<file path="src/tcb_div.sv">
// ----------------------------------------------------------------------------
// tcb_div
// Bit-serial signed by unsigned divider, truncating toward zero.
// ----------------------------------------------------------------------------
`default_nettype none

module tcb_div #(
  parameter int DVD_W = 45,
  parameter int DVS_W = 5,
  parameter int Q_W   = 40
) (
  input  wire                     clk_i,
  input  wire                     rst_ni,
  input  wire                     start_i,
  input  wire  signed [DVD_W-1:0] dividend_i,
  input  wire         [DVS_W-1:0] divisor_i,
  output logic                    done_o,
  output logic signed [Q_W-1:0]   quotient_o
);

  localparam int CNT_W = $clog2(DVD_W + 1);

  logic             busy_q, busy_d;
  logic             done_q, done_d;
  logic [CNT_W-1:0] cnt_q, cnt_d;
  logic [DVD_W-1:0] mag_q, mag_d;
  logic [DVS_W-1:0] rem_q, rem_d;
  logic [DVS_W-1:0] dvs_q, dvs_d;
  logic             neg_q, neg_d;
  logic [DVS_W:0]   rem_sh;
  logic             ge;
  logic [Q_W-1:0]   qmag;

  always_comb begin
    rem_sh = {rem_q, mag_q[DVD_W-1]};
    ge     = rem_sh >= {1'b0, dvs_q};
    busy_d = busy_q;
    done_d = 1'b0;
    cnt_d  = cnt_q;
    mag_d  = mag_q;
    rem_d  = rem_q;
    dvs_d  = dvs_q;
    neg_d  = neg_q;
    if (start_i) begin
      busy_d = 1'b1;
      cnt_d  = '0;
      rem_d  = '0;
      dvs_d  = divisor_i;
      neg_d  = dividend_i[DVD_W-1];
      mag_d  = dividend_i[DVD_W-1] ? DVD_W'(-dividend_i) : DVD_W'(dividend_i);
    end else if (busy_q) begin
      mag_d = {mag_q[DVD_W-2:0], ge};
      rem_d = ge ? DVS_W'(rem_sh - {1'b0, dvs_q}) : DVS_W'(rem_sh);
      cnt_d = cnt_q + 1'b1;
      if (cnt_q == CNT_W'(DVD_W - 1)) begin
        busy_d = 1'b0;
        done_d = 1'b1;
      end
    end
  end

  always_ff @(posedge clk_i or negedge rst_ni) begin
    if (!rst_ni) begin
      busy_q <= 1'b0;
      done_q <= 1'b0;
      cnt_q  <= '0;
    end else begin
      busy_q <= busy_d;
      done_q <= done_d;
      cnt_q  <= cnt_d;
    end
  end

  always_ff @(posedge clk_i) begin
    mag_q <= mag_d;
    rem_q <= rem_d;
    dvs_q <= dvs_d;
    neg_q <= neg_d;
  end

  assign qmag       = mag_q[Q_W-1:0];
  assign done_o     = done_q;
  assign quotient_o = neg_q ? $signed(-qmag) : $signed(qmag);

endmodule

`default_nettype wire

</file>
<file path="config.mk">
export PLATFORM = sky130hd
export DESIGN_NAME = tcb_div
export DESIGN_NICKNAME = d
export VERILOG_FILES = /design/src/tcb_div.sv
export SDC_FILE = /design/constraint.sdc
export NUM_CORES = 1
export LEC_CHECK = 0
export BUFFER_PORTS_ARGS = -buffer_cell sky130_fd_sc_hd__buf_2
export CORE_MARGIN = 2
export CORE_UTILIZATION = 56
export CTS_BUF_LIST = sky130_fd_sc_hd__clkbuf_8 sky130_fd_sc_hd__clkbuf_16
export DETAILED_ROUTE_END_ITERATION = 6
export PLACE_DENSITY = 0.85
export REMOVE_ABC_BUFFERS = 1
export SYNTH_ARGS = -nofsm -noshare
export SYNTH_HDL_FRONTEND = slang
export SYNTH_SLANG_ARGS = --single-unit
</file>
<file path="constraint.sdc">
create_clock -name clk_i -period 3.3 [get_ports clk_i]
set_input_delay 0.495 -clock clk_i [delete_from_list [all_inputs] [get_ports clk_i]]
set_output_delay 0.495 -clock clk_i [all_outputs]
set_load 0.01 [all_outputs]
</file>
# Word level (Yosys, flattened, before mapping)
# Index checks and enable logic that the tools add are counted.
[word_totals]
mem_count = 0
latch_bits = 0
mem_bits_ro = 0
input_bits = 53
regBits = 64
ramBits = 0
output_inout_bits = 41
[op_classes]
n_eq_ne = 1
add_sub_neg = 4
div_mod_pow = 0
shift = 0
n_mux = 13
order_cmp = 1
n_mul = 0
bitwise_logic = 0
n_reduce_logical = 1
[ops]
columns = ["operator", "count"]
rows = [
  ["two-way mux 45 bit", 3],
  ["negation 45 bit", 1],
  ["two-way mux 40 bit", 1],
  ["negation 40 bit", 1],
  ["two-way mux 6 bit", 2],
  ["adder 6 x 1 -> 6 bit (second input constant)", 1],
  ["equality test 6 bit (second input constant)", 1],
  [">= comparator 6 x 5 -> 1 bit", 1],
  ["two-way mux 1 bit", 6],
  ["two-way mux 5 bit", 1],
  ["subtractor 5 bit", 1],
  ["nonzero test 2 bit", 1],
]

# Depth between registers and ports, before layout
# Gate-level depths: netlist of run 1.
[logic_depth]
depth_word = 4
mapped_depth = 9
depth_no_buf = 9

# Least setup slack after synthesis of run 1
# Ideal clock, no wire load.
[synth_path]
kind = "register to output"
startpoint = "register mag_q[32]"
endpoint = "output quotient_o[39]"
setup_slack_ns = 0.663
arrival_ns = 2.142
path_stages_with_launch = 6
required_time_ns = 2.805
path_cell_list = "edfxtp_1 > or4_4 > or4_4 > or3_4 > o31ai_4 > xnor2_1"
[synth_between]
elab_chain_len = 2
[synth_lines]
columns = ["item", "line_no", "source"]
rows = [
  ["start: declaration", "26", "logic [DVD_W-1:0] mag_q, mag_d;"],
  ["start signal: assignment", "75", "mag_q <= mag_d;"],
  ["negation 40 bit", "83", "assign quotient_o = neg_q ? $signed(-qmag) : $signed(qmag);"],
  ["two-way mux 40 bit", "83", ""],
  ["end: declaration", "18", "output logic signed [Q_W-1:0] quotient_o"],
]
# No other way between the ends.

# Worst setup path after layout of run 1
[layout_path]
startpoint = "register mag_q[31]"
endpoint = "output quotient_o[38]"
# Same word-level chain as after synthesis.

==> results of run 1 <==
## kinds of logic after synthesis
family / after synthesis
fa+ha+maj: 10
flops: 64
buf+inv: 43
xor+xnor: 86
compound gates: 130
simple gates: 162
mux: 7
## area by class of cell
type / instances / area (sq um) / area share, %
sequential: 64 / 1830 / 33.6
timing repair buffer: 102 / 548 / 10.0
tap: 105 / 131 / 2.41
inverter: 17 / 63.8 / 1.17
multi-input combinational: 395 / 2700 / 49.4
clock buffer: 9 / 124 / 2.27
clock inverter: 7 / 62.6 / 1.15
## placed cells by master, fill, tap and decap left out, types with 11 or more instances in the layout
master                     count
sky130_fd_sc_hd__or3_1        11
sky130_fd_sc_hd__xor2_1       41
sky130_fd_sc_hd__o21ai_0      26
sky130_fd_sc_hd__edfxtp_1     51
sky130_fd_sc_hd__a21oi_1      46
sky130_fd_sc_hd__inv_1        17
sky130_fd_sc_hd__nand2_1      26
sky130_fd_sc_hd__buf_2        93
sky130_fd_sc_hd__o41ai_1      19
sky130_fd_sc_hd__xnor2_1      45
sky130_fd_sc_hd__nor2_1       60
sky130_fd_sc_hd__o31ai_1      27
## sequential cells by signal, summed over array words and instances (netlist names)
signal / flops
mag_q: 45
busy_q: 1
dvs_q: 5
rem_q: 5
neg_q: 1
done_o: 1
cnt_q: 6
## worst max-delay path: stages, from the launching register on
cell and delay (ns):
sky130_fd_sc_hd__edfxtp_1 0.44, sky130_fd_sc_hd__or4_4 0.57, sky130_fd_sc_hd__or4_4 0.44, sky130_fd_sc_hd__or3_4 0.36, sky130_fd_sc_hd__o21ai_0 0.23, sky130_fd_sc_hd__xnor2_1 0.16
sky130_fd_sc_hd__buf_2 0.16
## final timing paths
kind | cells past startpoint | to | startpoint | slack, ns
setup / recovery | 6 | quotient_o[38] | mag_q[31] | 0.11
hold / removal | 1 | dvs_q[3] | divisor_i[3] | 0.32
min in group asynchronous | 2 | cnt_q[1] | rst_ni | 0.51
setup reg to reg | 10 | rem_q[0] | mag_q[44] | 0.79
hold reg to reg | 2 | rem_q[4] | rem_q[4] | 0.53
max in group asynchronous | 2 | busy_q | rst_ni | 2.62
## through the flow
| step | area [sq um] | setup slack [ns] | util [%] |
|---|---|---|---|
| finish | 5460 | 0.112 | 67.1 |
| floorplan | 4560 | 0.663 | - |
| global placement | 5220 | 0.517 | 64.2 |
| CTS | 5420 | 0.0204 | 66.6 |
| global route | 5460 | 0.0307 | 67.1 |
| detailed placement | 5220 | 0.388 | 64.2 |
## power by group through the flow
stage                     Combinational, W  Clock [W]  Sequential (W)
after global routing              0.000891   0.000693         0.00115
after detailed placement          0.000803          0         0.00115
after global placement            0.000775          0         0.00114
final                             0.000811   0.000651         0.00114
after floorplan                   0.000504          0         0.00112
after CTS                         0.000809   0.000655         0.00113
## routing by layer
layer | global-route usage (%) | vias up
met5 | 0 | -
met3 | 4.90 | 25
met2 | 42.5 | 172
met4 | 10.5 | 0
li1 | - | 2030
met1 | 32.0 | 1957
## what timing repair did
action                     CTS  global route
buffers inserted             0             1
hold buffers                 1             0
setup endpoints to repair    0             5
gates resized for setup      0             5
hold endpoints to repair     8             0
==> impl.org, run 1 <==
** Status
- Status :: completed

** Floorplan
- After floorplanning, the core was divided into 33 placement rows.
- IO Pins :: 94
- Die area :: roughly 0.0091 sq mm
- Overall die width :: roughly 95 um
- Area of the core :: around 0.008 sq mm
- Starting density of the core :: a little under three fifths
- The die is around 95 um tall.

** Timing
- Timing would allow up to ~310 MHz.
- Worst slew margin relative to its limit :: slightly below 50%
- Least-Margin Pin Slew :: approximately 0.76 ns
- In the finished design, the share of the clock period the worst path needs comes to 96.6%.
- Endpoints failing hold :: 0
- Setup repair after global routing left no endpoint under its margin.
- In the final timing run, aggregate negative setup slack is 0 ns.
- Max-slew violations :: 0
- Final setup fails :: 0
- For the final database, setup skew stands at roughly 0.0086 ns.
- Post-layout minimum cycle time :: ~3.2 ns
- The tightest hold path in the finished design has a slack of about 0.32 ns.

** Synthesis
- Yosys attributes the largest share of cell area to sky130_fd_sc_hd__edfxtp_1, sky130_fd_sc_hd__xnor2_1, sky130_fd_sc_hd__xor2_1.
- Yosys warning count :: 0
- Multiplexer share of the synthesized area :: ~1.6%
- Number of unique standard cell types used by synthesis :: 48
- Mean cell area of the mapped netlist :: 9.29 sq um
- Area of the mapped netlist :: roughly 0.0047 sq mm
- Xor/xnor cell area share of the yosys netlist :: between 15 and 20%
- The synthesized design contains between 50 and 60 enable-type register cells.
- Area share of the largest cell type after synthesis :: between 30% and 40%
- After Yosys synthesis, full adders, half adders and majority gates account for under 10% of the synthesized area.
- Of the total synthesized cell area, the portion taken by AND, OR, NAND and NOR gates is a little under a fifth.
- By instance count, the leading cell after synthesis is sky130_fd_sc_hd__nor2_1.
- Sequential fraction of the synthesis area :: about two fifths
- Dominant combinational cell family by area after synthesis :: simple AND/OR/NAND/NOR gates
- The biggest area contributor in the post-synthesis netlist is sky130_fd_sc_hd__edfxtp_1.
- Post-synthesis compound-gate area fraction :: approximately 18%
- Synthesis produced a netlist whose cell count is ~500.
- List of most frequent post-synthesis cells :: sky130_fd_sc_hd__nor2_1, sky130_fd_sc_hd__edfxtp_1, sky130_fd_sc_hd__a21oi_1, sky130_fd_sc_hd__xnor2_1, sky130_fd_sc_hd__xor2_1
- Number of flip-flops and latches in the synthesized netlist :: 64
- Dominant register cell in the synthesized netlist :: sky130_fd_sc_hd__edfxtp_1
- Share of synthesized flip-flops with an asynchronous set or reset :: roughly an eighth

** Routing
- Routed WL :: 11,600 um
- The first routing iteration left approximately 260 violations.
- Post-DR wirelength/cell :: 16.5 um
- Post-DR vias/cell :: around 6.0
- Wl on met1 :: ~4800 um
- The highest layer touched by signal routing is met4.
- The first detailed-routing pass ran for 5 iterations.
- Across all layers, the routed design uses approximately 4,200 vias.
- Routed wire length on met2 :: about 5700 um
- Detail Route met3 WL :: between 700 and 800 um
- The count of nets left with antenna violations once routing finished came out at 0.
- In the routed design, unresolved DRC markers number 0.

** Placed design
- Estimated wirelength of the detail-placed design :: 8390 um
- Instance count after placement with tap cells included :: between 600 and 700
- Port bufs :: between 90 and 100
- The congestion estimate from routability-driven global placement came to between 1 and 1.5.

** Layout
- Number of nets in the finished design :: around 650
- Share of layout cells above drive strength 1 :: 23.1%
- Relative to the synthesized area, the layout overhead comes to 17.0%.
- The layout has about 630 filler cells.
- Leaving out filler cells and counting taps, the final layout contains around 700.
- Antenna diode count :: 0

** Setup path
- The worst setup path is launched from a flop.
- Data on the critical path arrives at its endpoint at around 2.7 ns.
- At the worst endpoint, the required time is around 2.8 ns.
- Maximum fanout count along the critical path :: 4
- Crit path kind :: reg -> out
- The worst setup path is captured at an output port.

** Power
- Of the total power, the clock network draws approximately a quarter.
- Share of power burned in combinational logic :: around 31%
- For this design the total switching power over the nets is 0.000873 W.
- Proportion of total power due to net switching :: roughly 34%
- Power density over the cells :: approximately 480 mW/mm^2
- In this run, flip-flops and latches consume a little over two fifths of the power.
- Largest vdd supply drop :: approximately 190 uV
- For this design the static power due to leakage is between 2 and 2.5 nW.
- Internal Pwr Total :: about 0.0017 W
- Power Total :: approximately 0.0026 W

** GRT
- The total overflow left after global routing is 0.
- The first global-routing pass estimated roughly 18,000 um of wire.
- The number of antenna violations at the first check in global routing is 0.
- The via count of the first global-routing pass came to roughly 3,900.
- Pin count of the biggest net entering global routing :: approximately 110
- Across every metal layer, demand over resource in global routing totals roughly 25%.

** Clock network
- For this design, the sink count on the clock tree is between 60 and 70.
- Buffers inserted during clock tree synthesis total 9.
- CTS placed an instance of sky130_fd_sc_hd__clkbuf_8 at the clock tree root.
- The clock reaches the later pin of the worst-skew pair after roughly 0.35 ns.
- Number of H-tree levels :: 3
- Clock transition at the registers of the reported paths :: about 0.080 ns
- TritonCTS built the clock tree.
- In this run the deepest clock path goes through 2 buffers.

** Flow run
- Across the run, the number of max-cap violations was 0.

** Worst hold path
- Worst hold-check path type :: in -> reg
No activity file was read; power rests on OpenSTA's default activity.
==> run 2: changes to the inputs <==
--- a/config.mk
+++ b/config.mk
@@ -5,13 +5,15 @@
 export SDC_FILE = /design/constraint.sdc
 export NUM_CORES = 1
 export LEC_CHECK = 0
-export BUFFER_PORTS_ARGS = -buffer_cell sky130_fd_sc_hd__buf_2
+export BUFFER_PORTS_ARGS = -buffer_cell sky130_fd_sc_hd__clkbuf_2
 export CORE_MARGIN = 2
 export CORE_UTILIZATION = 56
 export CTS_BUF_LIST = sky130_fd_sc_hd__clkbuf_8 sky130_fd_sc_hd__clkbuf_16
 export DETAILED_ROUTE_END_ITERATION = 6
 export PLACE_DENSITY = 0.85
+export RECOVER_POWER = 25
 export REMOVE_ABC_BUFFERS = 1
+export SKIP_CTS_REPAIR_TIMING = 1
 export SYNTH_ARGS = -nofsm -noshare
 export SYNTH_HDL_FRONTEND = slang
 export SYNTH_SLANG_ARGS = --single-unit
==> run 2 against run 1 <==
The run now ends with max-capacitance violations, max-slew violations left. Power decreased by 1.2%. Clock power decreased by 5.5%. Critical path depth unchanged. Wire length decreased by 0.11%. Hold slack got worse by 0.0051 ns. First-iteration DRC count increased by 21%. Via count increased by 0.62%. Register-to-register slack improved by 0.07 ns. Die area unchanged. Sequential cell count unchanged. Sequential share of layout area about the same. Clock skew increased by 0.0019 ns. Critical path type unchanged.
==> impl.org, run 2 (synthesized netlist as in run 1, its figures left out) <==
** Routing
- Post-DR vias/cell :: 6.00
- In the routed design, unresolved DRC markers number 0.
- Vias after detailed routing :: approximately 4,200
- The first routing iteration left between 300 and 400 violations.
- Routed WL :: around 12,000 um
- The detail route stage leaves a number of antenna-violating nets equal to 0.
- Post-DR wirelength/cell :: approximately 16 um
- The first TritonRoute pass finished after 5 iterations.

** GRT
- Antenna violations before repair :: 0
- Met1 routing resource usage after global routing :: a little over a third
- Pin count of the biggest net entering global routing :: 66
- Gr usage total :: 26.7%
- met2 is the most crowded layer.
- Via count of the first global-routing pass :: 4,034
- The first global-routing pass estimated ~19,000 um of wire.
- Met3 track demand over resource in global routing :: between 4 and 5%
- Global routing finished with a remaining overflow of 0.
- Global routing consumed, on the met2 layer, 43.4% of the routing resources.

** Clock network
- Number of buffers created by CTS :: 9
- TritonCTS sink count :: 64
- The root buffer cell chosen for the clock tree is sky130_fd_sc_hd__clkbuf_8.
- The clock reaches the later pin of the worst-skew pair after approximately 0.35 ns.
- CTS tree :: yes
- Maximum root-to-sink buffer count :: 2
- The H-tree generated during clock tree synthesis spans 3 levels.
- Clock-pin slew was measured on the worst setup and hold paths at ~0.08 ns.

** Setup path
- Maximum fanout count along the critical path :: 4
- Sort of element at the start of the critical path :: flop
- For the worst setup path, the data required time is 2.80 ns.
- Worst r2r src :: mag_q[44]
- The worst register-to-register path has a depth of 10.
- Critical path capture point type :: output port
- For the worst setup path, the data arrival time is around 2.7 ns.
- First element of the critical path :: mag_q[30]
- Crit path kind :: reg -> out

** Status
- The final reports fail on max-capacitance violations, max-slew violations.
- Status :: complete, but fails checks

** Floorplan
- Die height :: 95.3 um
- Overall die width :: ~95 um
- Area of the core :: 0.00813 sq mm
- Die area :: 0.00907 sq mm
- Std cell rows :: 33
- During I/O placement, the number of pins put on the boundary was 94.
- The initial utilization of the core area, before any placement, comes to a little under three fifths.

** Layout
- In the layout the commonest cells are sky130_fd_sc_hd__clkbuf_2, sky130_fd_sc_hd__nor2_1, sky130_fd_sc_hd__edfxtp_1.
- Largest registers :: mag_q (45), cnt_q (6)
- The register with the most flip-flops in the layout has 45 of them.
- The post-route netlist has between 20% and 30% of its cells at a drive strength greater than 1.
- Number of standard cells in the layout, taps in and fillers out :: roughly 700
- The library cell used most frequently in the layout, excluding fill and tap cells, is sky130_fd_sc_hd__clkbuf_2.
- Area added between synthesis and finish :: 17.1%
- Number of nets in the finished design :: between 600 and 700
- 0 antenna diodes ended up in the layout.
- More flip-flops sit in one register than any other, and that register is mag_q.

** Timing
- Final worst-path cycle share :: a little over nine tenths
- Setup violations remaining at the end of the flow were counted as 0.
- The worst pin sits at a relative slew slack of -1.91%.
- Across all setup checks in the final design, the least slack found is between 0.1 and 0.15 ns.
- Between clock sinks in the finished design, the worst skew comes to between 0.01 and 0.015 ns.
- Timing would allow up to approximately 310 MHz.
- The total count of hold-check failures in the final report came to 0.
- The final number of max-transition violations is 39.
- Post-layout minimum cycle time :: about 3.2 ns
- At the pin with the least slew margin, the transition time is around 1.5 ns.
- Total Neg Setup Slack :: 0 ns

** Placed design
- Routability-driven placement finished with a final weighted congestion of 1.04.
- Detailed placement finished with a half-perimeter wire length of ~8400 um.
- Port bufs :: 93
- The number of placed instances, taps included, is about 680.
- At the placement stage, the worst setup path has a slack of 0.378 ns.

** Worst hold path
- The min-delay analysis places its worst path in the category in -> reg.
- Along the worst hold path, the cell count comes to 1.
- Startpoint of the lowest-slack hold path :: divisor_i[1]

** Power
- Largest vdd supply drop :: roughly 170 uV
- Power spread over the standard cell area amounts to roughly 470 mW/mm^2.
- The design draws between 0.002 and 0.003 W.
- LEAKAGE :: 2.10 nW

** Flow run
- Max-capacitance violation count :: 1
## run 2: worst max-delay path, cell delays in order, from the launching register on
cell,delay [ns]
sky130_fd_sc_hd__edfxtp_1,0.45
sky130_fd_sc_hd__or4_4,0.55
sky130_fd_sc_hd__or4_4,0.46
sky130_fd_sc_hd__or3_4,0.37
sky130_fd_sc_hd__o31ai_4,0.23
sky130_fd_sc_hd__xnor2_1,0.14
sky130_fd_sc_hd__clkbuf_2,0.15
## run 2: area by class of cell
| type | count | area (sq um) |
|---|---|---|
| multi-input cells | 395 | 2700 |
| fillers | 651 | 2680 |
| flip-flops and latches | 64 | 1830 |
| repair buffers | 105 | 551 |
| clock buffers | 10 | 149 |
| well taps | 105 | 131 |
| inverters | 17 | 63.8 |
| clock inverters | 6 | 31.3 |
## run 2: worst paths after layout
kind / slack, ns / to
min: 0.31 / dvs_q[1]
max reg2reg: 0.86 / rem_q[0]
max: 0.11 / quotient_o[39]
max in group asynchronous: 2.41 / cnt_q[0]
min in group asynchronous: 0.58 / cnt_q[5]
min reg2reg: 0.51 / rem_q[1]
## run 2: through the flow
| stage | utilization [%] | hold WS, ns | cell area [sq um] |
|---|---|---|---|
| CTS | 66.4 | -0.0288 | 5400 |
| detailed placement | 64.2 | 0.350 | 5220 |
| floorplan | - | 0.199 | 4560 |
| global placement | 64.2 | 0.346 | 5220 |
| global route | 67.1 | 0.295 | 5460 |
| finish | 67.1 | 0.315 | 5460 |
## run 2: layer usage
layer  vias up  part of all wire (%)
li1       2029                     -
met1      1994                    41
met2       166                    50
met3        21                   6.9
met4         0                   2.3
met5         -                     0
## run 2: power breakdown
group | internal [W] | total [W] | switching, W
combinational | 0.000382 | 0.000818 | 0.000435
sequential | 0.00100 | 0.00114 | 0.000133
clock | 0.000312 | 0.000615 | 0.000303
total | 0.00170 | 0.00257 | 0.000871
==> run 3: changes to the inputs <==
--- a/config.mk
+++ b/config.mk
@@ -7,10 +7,10 @@
 export LEC_CHECK = 0
 export BUFFER_PORTS_ARGS = -buffer_cell sky130_fd_sc_hd__clkbuf_2
 export CORE_MARGIN = 2
-export CORE_UTILIZATION = 56
-export CTS_BUF_LIST = sky130_fd_sc_hd__clkbuf_8 sky130_fd_sc_hd__clkbuf_16
+export CORE_UTILIZATION = 58
+export CTS_BUF_LIST = sky130_fd_sc_hd__clkbuf_8
 export DETAILED_ROUTE_END_ITERATION = 6
-export PLACE_DENSITY = 0.85
+export PLACE_DENSITY = 0.88
 export RECOVER_POWER = 25
 export REMOVE_ABC_BUFFERS = 1
 export SKIP_CTS_REPAIR_TIMING = 1
==> run 3 against run 2 <==
The run still ends with max-capacitance violations, max-slew violations left. Clock skew is 0.0051 ns higher. Clock power is 10% higher. Core utilization is 3.1 points higher. Non-clock buffer count is 2 lower. Die area is 3.3% lower. Via count is 0.14% higher. Highest routed layer unchanged.
==> impl.org, run 3 (synthesized netlist as in run 1, its figures left out) <==
** Clock network
- Later-pin clock latency in the skew report :: between 0.3 and 0.4 ns
- Clock transition at the registers of the reported paths :: around 0.070 ns
- CTS tree :: yes
- The clock drives 64 sinks.
- Maximum root-to-sink buffer count :: 2
- Number of H-tree levels :: 3
- In this run, CTS created clock tree buffers numbering 9.
- CTS root buffer :: sky130_fd_sc_hd__clkbuf_8

** Power
- Dividing total power by cell area gives a power density of between 400 and 500 mW/mm^2.
- LEAKAGE :: ~2.1 nW
- The share of total power dissipated in combinational logic is a little under a third.
- Proportion of total power due to net switching :: ~33%
- Share of total power in sequential cells :: ~43%
- P_sw :: around 0.00087 W
- IR analysis of the VDD net gives a maximum drop of just under 200 uV.
- The internal portion of the total power is roughly 0.0018 W.
- Relative contribution of the clock network to total power :: between 20% and 30%

** GRT
- Summed over all layers, the global routing overflow is 0.
- First-pass GRT wire length :: roughly 18,000 um
- In the global route stage, overall resource usage came out at 26.8%.
- The number of antenna violations at the first check in global routing is 0.
- Pin count of the biggest net entering global routing :: 63
- Via count of the first global-routing pass :: approximately 4,000

** Floorplan
- Area of the core :: between 0.007 and 0.008 sq mm
- Die area :: between 0.008 and 0.009 sq mm
- IO Pins :: between 90 and 100
- Overall die width :: ~94 um
- Die height :: roughly 94 um
- Std cell rows :: 32
- Starting density of the core :: between 60% and 70%

** Layout
- The largest registers in the layout are mag_q (45), cnt_q (6).
- From synthesis to final layout, the design area changed by 16.9%.
- Final Cell Area :: around 0.0055 sq mm
- Share of layout cells above drive strength 1 :: between 20 and 25%
- Largest register FFs :: 45
- Most common cell after layout, fill and taps aside :: sky130_fd_sc_hd__clkbuf_2
- The register with the most flip-flops in the final layout is mag_q.
- Once layout is complete, the cells apart from fillers number 697.
- The repair_antennas step left the layout with diodes totalling 0.
- Number of fill cells :: between 500 and 600
- Number of nets in the finished design :: between 600 and 700
- Commonest cells after routing, fill and taps aside :: sky130_fd_sc_hd__clkbuf_2, sky130_fd_sc_hd__nor2_1, sky130_fd_sc_hd__edfxtp_1

** Timing
- Worst slew margin relative to its limit :: -25.6%
- Final setup fails :: 0
- In the finished design, the share of the clock period the worst path needs comes to a little over nine tenths.
- Post-layout minimum cycle time :: between 3 and 4 ns
- Endpoints failing hold :: 0
- Max-slew violations :: 46
- Final clock skew :: approximately 0.016 ns
- Hold timing on the final database bottoms out at a slack of roughly 0.32 ns.
- Adding up every negative setup slack in the final design gives 0 ns.
- For this run, the top clock speed supported by timing is around 310 MHz.
- Least-Margin Pin Slew :: ~1.9 ns
- Setup repair after global routing could not meet its margin everywhere.

** Routing
- Vias after detailed routing :: 4,216
- After detailed routing, the average wire length per cell comes to 16.8 um.
- In this run, the number of DRC markers left after iteration 0 of detailed routing was ~270.
- In the routed layout, each cell is associated on average with a via count of approximately 6.0.
- The detail route stage leaves a number of antenna-violating nets equal to 0.
- Post-route DRC violation count :: 0
- After detailed routing, the total wire length is about 12,000 um.
- Before antenna repair, the detailed router went through 5 iterations.

** Worst hold path
- Worst hold-check path type :: in -> reg

** Setup path
- Sort of element at the start of the critical path :: flop
- STA classifies the critical path endpoint as an output port.
- On the worst path, the slowest cell contributes a delay of 0.58 ns.
- In this run the worst path has a maximum fanout of 4.
- Required time worst endpoint :: between 2 and 3 ns
- Ordered cell list for the critical path :: or4_4, or4_4, or3_4, o31ai_4, xnor2_1, clkbuf_2
- The worst setup path is of the reg -> out kind.
- In this design, the critical path's most frequently occurring cell is sky130_fd_sc_hd__or4_4.
- Arrival time worst endpoint :: 2.71 ns
- On the critical path, the stage with the largest delay is an instance of sky130_fd_sc_hd__or4_4.

** Status
- The flow ran to the end, but the final reports show violations.
- The checks that failed: max-capacitance violations, max-slew violations.

** Placed design
- Standard cell area after detailed placement :: ~0.0052 sq mm
- Estimated wirelength of the detail-placed design :: about 8400 um
- Port bufs :: a little over 90
- At the end of routability-driven placement, the weighted congestion stood at about 0.89.
- Counting tap cells, the placed design contains a total of between 600 and 700 instances.

** Flow run
- Across the run, the number of max-cap violations was 1.
[run 3: layout make-up]
class                      instances  area, sq um  area share (%)
sequential                        64         1830            33.6
inverter                          17         63.8            1.17
clock inverter                     5         48.8           0.895
multi-input combinational        395         2690            49.3
clock buffer                      11          151            2.78
timing repair buffer             103          541            9.91
tap                              102          128            2.34
[run 3: metal layers]
layer	wire, um	up-vias	GRT usage (%)	part of all wire [%]
li1	-	2039	-	-
met1	5120	1963	35.3	44
met2	5440	187	42.9	46
met3	838	27	5.30	7.2
met4	312	0	12.6	2.7
met5	0	-	0	0
[run 3: stage by stage]
stage	setup slack (ns)	power, W	utilization [%]
finish	0.0983	0.00264	70.2
floorplan	0.663	0.00162	-
global route	-0.000238	0.00278	70.2
CTS	-0.0450	0.00264	69.7
detailed placement	0.316	0.00196	67.2
global placement	0.413	0.00192	67.2
[run 3: power groups by stage]
stage | clock [W] | sequential [W] | combinational [W]
CTS | 0.000691 | 0.00113 | 0.000818
global route | 0.000722 | 0.00115 | 0.000908
finish | 0.000678 | 0.00113 | 0.000831
global placement | 0 | 0.00113 | 0.000782
detailed placement | 0 | 0.00115 | 0.000812
floorplan | 0 | 0.00112 | 0.000504
[run 3: worst max-delay path: cells and delay by family (launching register included)]
kind            cells  cell delay [ns]
flops               1             0.43
buf+inv             1             0.17
compound gates      1             0.23
simple gates        3             1.39
xor+xnor            1             0.15
[run 3: final timing paths]
path,slack [ns],startpoint,to,cells after the start
min in group asynchronous,0.58,rst_ni,cnt_q[4],2
max reg2reg,0.87,mag_q[44],rem_q[0],10
min,0.32,divisor_i[2],dvs_q[2],1
max in group asynchronous,2.41,rst_ni,cnt_q[5],2
max,0.1,mag_q[32],quotient_o[39],6
min reg2reg,0.52,rem_q[1],rem_q[1],2
